--- config.mk ---
export PLATFORM = sky130hd
export DESIGN_NAME = dcr_div
export DESIGN_NICKNAME = d
export VERILOG_FILES = /design/src/hdl/dcr_pkg.sv /design/src/hdl/dcr_div.sv
export SDC_FILE = /design/constraint.sdc
export NUM_CORES = 2
export LEC_CHECK = 0
export ABC_AREA = 0
export BUFFER_PORTS_ARGS = -buffer_cell sky130_fd_sc_hd__buf_2
export CAP_MARGIN = 15
export CORE_MARGIN = 3
export CORE_UTILIZATION = 55
export DETAILED_ROUTE_END_ITERATION = 8
export PLACE_DENSITY = 0.78
export REMOVE_ABC_BUFFERS = 1
export SLEW_MARGIN = 5
export SYNTH_ARGS = -nofsm -noshare
export SYNTH_HDL_FRONTEND = slang
export SYNTH_SLANG_ARGS = --single-unit
--- constraint.sdc ---
create_clock -name clk -period 7.66 [get_ports clk]
set_input_delay 0.766 -clock clk [delete_from_list [all_inputs] [get_ports clk]]
set_output_delay 0.766 -clock clk [all_outputs]
set_load 0.05 [all_outputs]
--- src/hdl/dcr_pkg.sv ---
// Shared constants, types and colour ramp function for the depth colour ramp.
`timescale 1ns / 1ps
package dcr_pkg;

	localparam int DEPTH_BITS = 24;
	localparam int TABLE_SIZE = 2048;
	localparam int TBITS      = $clog2(TABLE_SIZE);

	localparam int NEAR_W    = 16;
	localparam int FAR_W     = 16;
	localparam int OFF_W     = 12;
	localparam int SCALE_W   = 20;
	localparam int CFG_W     = 20;
	localparam int CFG_IDX_W = 2;

	localparam logic [CFG_IDX_W-1:0] REG_NEAR  = 2'd0;
	localparam logic [CFG_IDX_W-1:0] REG_FAR   = 2'd1;
	localparam logic [CFG_IDX_W-1:0] REG_OFF   = 2'd2;
	localparam logic [CFG_IDX_W-1:0] REG_SCALE = 2'd3;

	localparam logic [NEAR_W-1:0]  NEAR_RST  = 16'd700;
	localparam logic [FAR_W-1:0]   FAR_RST   = 16'd20000;
	localparam logic [OFF_W-1:0]   OFF_RST   = 12'd1090;
	localparam logic [SCALE_W-1:0] SCALE_RST = 20'd348000;

	localparam int NUM_W    = FAR_W + DEPTH_BITS;
	localparam int NUM_LO_W = NUM_W / 2;
	localparam int NUM_HI_W = NUM_W - NUM_LO_W;
	localparam int PLO_W    = SCALE_W + NUM_LO_W;
	localparam int PHI_W    = SCALE_W + NUM_HI_W;
	localparam int PROD_W   = SCALE_W + NUM_W;
	localparam int DIVD_W   = PROD_W - DEPTH_BITS;
	localparam int FN_W     = NEAR_W + FAR_W;
	localparam int QBITS    = OFF_W;
	localparam int CMP_W    = FN_W + QBITS;
	localparam int DIV_LAT  = QBITS + 1;
	localparam int PIPE_LAT = DIV_LAT + 9;

	localparam int ROM_W     = 14;
	localparam int SEG_W     = ROM_W - 8;
	localparam int SQ_W      = 2 * TBITS;
	localparam int CU_W      = 3 * TBITS;
	localparam int GAIN_W    = CU_W + 4;
	localparam int ROM_SHIFT = 3 * TBITS - 10;

	localparam logic [SEG_W-1:0] SEG_WHITE_RED    = 6'd0;
	localparam logic [SEG_W-1:0] SEG_RED_YELLOW   = 6'd1;
	localparam logic [SEG_W-1:0] SEG_YELLOW_GREEN = 6'd2;
	localparam logic [SEG_W-1:0] SEG_GREEN_CYAN   = 6'd3;
	localparam logic [SEG_W-1:0] SEG_CYAN_BLUE    = 6'd4;
	localparam logic [SEG_W-1:0] SEG_BLUE_BLACK   = 6'd5;

	typedef struct packed {
		logic last;
		logic frac_nz;
	} dcr_tag_t;

	typedef struct packed {
		logic [7:0] r;
		logic [7:0] g;
		logic [7:0] b;
	} dcr_rgb_t;

	function automatic dcr_rgb_t dcr_color(input logic [ROM_W-1:0] pval);
		dcr_rgb_t   c;
		logic [7:0] lb;
		lb = pval[7:0];
		c  = '0;
		case (pval[ROM_W-1:8])
			SEG_WHITE_RED: begin
				c.r = 8'hFF;      c.g = 8'hFF - lb; c.b = 8'hFF - lb;
			end
			SEG_RED_YELLOW: begin
				c.r = 8'hFF;      c.g = lb;         c.b = 8'h00;
			end
			SEG_YELLOW_GREEN: begin
				c.r = 8'hFF - lb; c.g = 8'hFF;      c.b = 8'h00;
			end
			SEG_GREEN_CYAN: begin
				c.r = 8'h00;      c.g = 8'hFF;      c.b = lb;
			end
			SEG_CYAN_BLUE: begin
				c.r = 8'h00;      c.g = 8'hFF - lb; c.b = 8'hFF;
			end
			SEG_BLUE_BLACK: begin
				c.r = 8'h00;      c.g = 8'h00;      c.b = 8'hFF - lb;
			end
			default: c = '0;
		endcase
		return c;
	endfunction

endpackage

--- src/hdl/dcr_div.sv ---
// Pipelined restoring divider: overflow check, then one quotient bit per stage.
`timescale 1ns / 1ps
module dcr_div (
	input  logic                        clk,
	input  logic                        arst_n,
	input  logic                        in_valid,
	input  dcr_pkg::dcr_tag_t           in_tag,
	input  logic [dcr_pkg::DIVD_W-1:0]  dividend,
	input  logic [dcr_pkg::FN_W-1:0]    divisor,
	output logic                        out_valid,
	output dcr_pkg::dcr_tag_t           out_tag,
	output logic                        out_ovf,
	output logic [dcr_pkg::QBITS-1:0]   out_quot,
	output logic                        out_rem_nz
);
	import dcr_pkg::*;

	logic [QBITS:0]        v_s;
	logic [DIVD_W-1:0]     rem_s  [QBITS+1];
	logic [QBITS-1:0]      quot_s [QBITS+1];
	logic                  ovf_s  [QBITS+1];
	dcr_tag_t              tag_s  [QBITS+1];

	always_ff @(posedge clk or negedge arst_n) begin
		if (!arst_n) begin
			v_s <= '0;
		end else begin
			v_s <= {v_s[QBITS-1:0], in_valid};
		end
	end

	always_ff @(posedge clk) begin
		rem_s[0]  <= dividend;
		quot_s[0] <= '0;
		ovf_s[0]  <= CMP_W'(dividend) >= {divisor, {QBITS{1'b0}}};
		tag_s[0]  <= in_tag;
	end

	for (genvar j = 1; j <= QBITS; j++) begin : g_step
		localparam int K = QBITS - j;
		logic [CMP_W-1:0] trial;
		logic [CMP_W-1:0] diff;
		logic             ge;
		logic [QBITS-1:0] qbit;

		assign trial = CMP_W'(divisor) << K;
		assign ge    = CMP_W'(rem_s[j-1]) >= trial;
		assign diff  = CMP_W'(rem_s[j-1]) - trial;
		assign qbit  = QBITS'(ge) << K;

		always_ff @(posedge clk) begin
			rem_s[j]  <= ge ? diff[DIVD_W-1:0] : rem_s[j-1];
			quot_s[j] <= quot_s[j-1] | qbit;
			ovf_s[j]  <= ovf_s[j-1];
			tag_s[j]  <= tag_s[j-1];
		end
	end

	assign out_valid  = v_s[QBITS];
	assign out_tag    = tag_s[QBITS];
	assign out_ovf    = ovf_s[QBITS];
	assign out_quot   = quot_s[QBITS];
	assign out_rem_nz = |rem_s[QBITS];

endmodule

* Word-level counts from Yosys, hierarchy flattened
Memory sizes are Yosys's and may differ from the RTL's.
Index checks and enable logic that the tools add are counted.
** Storage, ports and cells
- RAM bits :: 663
- Memories :: 4
- Bits of input ports :: 73
- Register bits :: 13
** Memories
- rem_s :: words 13, width 36, rd ports 13, clocked after Yosys merged registers in 0, wr ports 13, RTL line dcr_div.sv:19 : logic [DIVD_W-1:0] rem_s [QBITS+1];
- quot_s :: words 13, width 12, rd ports 13, clocked after Yosys merged registers in 0, wr ports 13, RTL line dcr_div.sv:20 : logic [QBITS-1:0] quot_s [QBITS+1];
- tag_s :: words 13, width 2, rd ports 13, clocked after Yosys merged registers in 0, wr ports 13, RTL line dcr_div.sv:22 : dcr_tag_t tag_s [QBITS+1];
- ovf_s :: words 13, width 1, rd ports 13, clocked after Yosys merged registers in 0, wr ports 13, RTL line dcr_div.sv:21 : logic ovf_s [QBITS+1];
** Operators by class
- Bitwise logic cells :: 12
- Reduce and logical (&&, ||, !) cells :: 1
- $lt $le $gt $ge :: 13
- Muxes and demuxes :: 12
- Add/sub/neg operators :: 12
** Operator list (number)
- two-way mux 36 bit :: 12
- subtractor 36 bit :: 8
- greater-or-equal comparator 36 x 44 -> 1 bit :: 1
- greater-or-equal comparator 36 x 43 -> 1 bit :: 1
- greater-or-equal comparator 36 x 42 -> 1 bit :: 1
- greater-or-equal comparator 36 x 41 -> 1 bit :: 1
- greater-or-equal comparator 36 x 40 -> 1 bit :: 1
- greater-or-equal comparator 36 x 39 -> 1 bit :: 1
- greater-or-equal comparator 36 x 38 -> 1 bit :: 1
- greater-or-equal comparator 36 x 37 -> 1 bit :: 1
- greater-or-equal comparator 36 x 32 -> 1 bit :: 1
- greater-or-equal comparator 36 x 33 -> 1 bit :: 1
- greater-or-equal comparator 36 x 34 -> 1 bit :: 1
- greater-or-equal comparator 36 x 35 -> 1 bit :: 1
- greater-or-equal comparator 36 bit :: 1
- OR reduction 36 bit :: 1
- subtractor 36 x 32 -> 36 bit :: 1
- subtractor 36 x 33 -> 36 bit :: 1
- subtractor 36 x 34 -> 36 bit :: 1
- subtractor 36 x 35 -> 36 bit :: 1
- bitwise OR 12 x 1 -> 12 bit :: 1
- bitwise OR 12 x 10 -> 12 bit :: 1
- bitwise OR 12 x 11 -> 12 bit :: 1
- bitwise OR 12 bit :: 1
- 8 further kinds :: 8

* Longest topological paths before layout
An unclocked memory read counts as a cell.
- Word-level depth :: 3
- Gate-level depth with buffers :: 16
- Gate-level depth less buffers :: 14

* Worst setup path after synthesis
Ideal clock, no wire load.
- Path kind :: input-to-reg
- Start :: in divisor[1] (netlist bit)
- End :: mem rem_s[1][110] (netlist bit)
- Arrival time :: 3.775 ns
- Data required time :: 7.539 ns
- Setup slack :: 3.764 ns
- Buffers on the path :: 1
- Stages on the path :: 12
- Path through :: inv_1 ha_1 nor2b_1 o31ai_1 a21oi_1 o2111ai_1 nand3_1 a311o_1 and4_1 a31oi_4 buf_2 mux2_2
** RTL lines
- from (decl) :: RTL line dcr_div.sv:9 : input logic [dcr_pkg::FN_W-1:0] divisor,
- to (decl) :: RTL line dcr_div.sv:19

==> results.yml <==
power:
  pwr-share-clk_pct: 24.8
  p_leak_nw: 17.3
  ir_drop_v: 0.000204
  total_power_w: 0.0138
  combPwrFrac_pct: 44.3
  p_switching_w: 0.00510
  seq_power_share_pct: 30.9
  internal_power_w: 0.00865
  power_density_nw_per_um2: 357
  switching_share_pct: 37.1
global_routing:
  antenna_found_initial: 0
  grt_pass1_wl_um: 134000
  grt_max_degree: 66
  grt_pass1_vias: 27900
  gr-total-overflow: 0
  grtUsageTotal_pct: 24.3
critical_path:
  critical_path_class: "primary input to flip-flop"
  reg2reg_from: "rem_s[0][186]"
  critPathArrivalTime_ns: 5.25
  slowest_delay_ns: 0.53
  regToRegEndpoint: "rem_s[0][249]"
  cp-start-kind: "primary input"
  cpLargestDelayFamily: "compound AO/OA/AOI/OAI gates"
  reg2regPathDepth: 13
  end_kind: "flip-flop"
  slowest_stage: "inv_1"
  crit_chain: "buf_2 -> inv_1 -> ha_1 -> nor2b_1 -> o31ai_1 -> a21oi_1 -> o2111ai_1 -> nand3_1 -> a311o_1 -> and4_1 -> a31oi_4 -> buf_4 -> mux2_2"
  crit_start: "divisor[1]"
  cp_data_required_time_ns: 8.16
  crit_buf_inv: 3
  rrSetupSlack_ns: 3.32
  crit_fanout: 63
final_layout:
  fin_util_pct: 61.9
  drive_gt1_share_pct: 11.3
  fin_nets: 4388
  layout_commonest_cell: "dfxtp_1"
  area_growth_pct: 10.3
  layout_common_cells: "585 x dfxtp_1, 380 x ha_1, 339 x nand2_1"
  n_antenna_cell: 0
sta:
  final-setup-viol-count: 0
  slew_headroom_pct: 22.3
  worstMarginPinSlew_ns: 1.15
  rsz0062_at_grt: "no"
  max_freq_mhz: 210
  drv_slew: 0
  finClkSkew_ns: 0.0254
  fin_crit_ns: 4.75
  finalSetupTns_ns: 0
  hold_viol: 0
  min_period_over_period_pct: 62.1
cts:
  clock_insertion_delay_worst_skew_ns: 0.62
  clkSlewWorstSetupHoldPaths_ns: 0.06
  post_cts_buffers: 0
  cts_hold_buffers: 0
  h-tree-depth: 3
  cts_tree: "yes"
  cts_max_path_buffers: 3
  cts_inserted_buffers: 68
  cts.repair.resized: 0
  cts.sinks: 598
  cts_root_buffer: "clkbuf_16"
drt:
  drtPass1Iterations: 7
  drt-initial-drc-count: 1776
  totalWireLength_um: 82000
  post_drt_via_cell_ratio: 5.82
  wl_per_cell_um: 17.0
  vias: 28000
  drc: 0
  ant_nets: 0
floorplanning:
  die_area_um2: 66600
  start_util_pct: 56.1
  fp.dieH_um: 258
  core.rowCount: 91
  die_x_um: 258
  coreArea_um2: 62300
  ioPinCount: 90
yosys:
  synthFlopType: "dfxtp_1"
  muxShareOfSynthArea_pct: 5.61
  yosys.area_share.simple_pct: 13.7
  synthArstFlopShare_pct: 2.17
  syn_avg_cell_area_um2: 9.08
  synthCells: 3846
  ys_ff_latch: 598
  synth-compound-area-share_pct: 21.4
  synthAdderAreaFrac_pct: 14.3
  syn_area_um2: 34900
  synth_top_family_by_area: "compound AO/OA/AOI/OAI gates"
  yosys_warnings: 0
  synth-edff-count: 0
  post_synth_xor_area_fraction_pct: 7.60
  synth-seq-area-share_pct: 34.5
  yosysUniqueCellTypes: 92
run_status:
  status: "finished, final reports clean"
placed_design:
  gp_congestion: 0.940
  portBuffers: 89
  dp_hpwl_um: 63900
run:
  maxCapViolCount: 0
min_path:
  hold_path_class: "primary input to asynchronous set/reset pin"
[kinds of logic after synthesis]
group | after synthesis
and+or+nand+nor | 984
muxes | 167
DFF | 598
AOI/OAI and AO/OA | 1166
xor gates and xnor gates | 303
adders and majority gates | 392
buffers and inverters | 236
[metal layers]
metal	up-vias	share of wire, %	global-route usage (%)
met5	-	0	0
met4	0	5.6	13.2
met3	205	3.8	3.24
met2	633	49	44.7
met1	13000	41	27.1
li1	14200	-	-
[state kept, by name (all words and copies together), names as in the netlist]
| register | cells |
|---|---|
| quot_s | 78 |
| tag_s | 26 |
| rem_s | 468 |
| v_s | 13 |
| ovf_s | 13 |
[how the worst max path moves through the flow]
stage                     to  slack [ns]  cells after the start
4_1_cts        rem_s[1][110]        2.91                     13
2_1_floorplan   rem_s[1][75]        1.96                     11
3_3_place_gp   rem_s[1][110]        2.44                     13
3_5_place_dp   rem_s[1][110]        2.29                     13
6_report       rem_s[1][110]        2.91                     13
5_1_grt        rem_s[1][110]        2.64                     13
[metrics by stage]
stage	cells	worst slack, ns	area (um2)	hold WS, ns
global placement	4690	2.44	36200	0.310
CTS	4813	2.91	38500	0.00910
detailed placement	4690	2.29	36200	0.312
finish	4813	2.91	38500	0.0307
global route	4813	2.64	38500	0.0287
floorplan	3736	1.96	34400	0.310
[power by group through the flow]
stage,clock network (W),logic [W],registers (W)
floorplan,0,0.00484,0.00423
global placement,0,0.00591,0.00431
detailed placement,0,0.00601,0.00431
CTS,0.00349,0.00606,0.00425
global route,0.00362,0.00682,0.00432
finish,0.00341,0.00609,0.00426
[cells in the mapped netlist, types with 24 or more instances]
| cell | instances | area (um2) |
|---|---|---|
| nand2_1 | 339 | 1270 |
| nor2b_1 | 53 | 332 |
| o31ai_1 | 24 | 180 |
| o21a_1 | 50 | 375 |
| clkbuf_1 | 63 | 236 |
| dfxtp_1 | 585 | 11700 |
| nand2b_1 | 54 | 338 |
| mux2_4 | 26 | 390 |
| nand4_1 | 49 | 307 |
| mux2_2 | 127 | 1430 |
| a211oi_1 | 24 | 180 |
| o21bai_1 | 34 | 255 |
| a21oi_1 | 307 | 1540 |
| and3_1 | 28 | 175 |
| o21ai_0 | 307 | 1540 |
| nor2_1 | 209 | 785 |
| ha_1 | 380 | 4750 |
| inv_1 | 126 | 473 |
| nand3_1 | 59 | 295 |
| nor4_1 | 31 | 194 |
| xnor2_1 | 173 | 1520 |
| nor3_1 | 48 | 240 |
| a31oi_1 | 39 | 244 |
| a21o_1 | 195 | 1460 |
| xor2_1 | 130 | 1140 |
[area by class of cell]
type / count / area (um2)
Clock buffer: 86 / 1860
Clock inverter: 37 / 512
Fill cell: 5248 / 23700
Inverter: 126 / 473
Multi-Input combinational cell: 3012 / 22000
Sequential cell: 598 / 12000
Tap cell: 837 / 1050
Timing Repair Buffer: 117 / 656
Note: power is estimated with default switching activity, not from simulation.
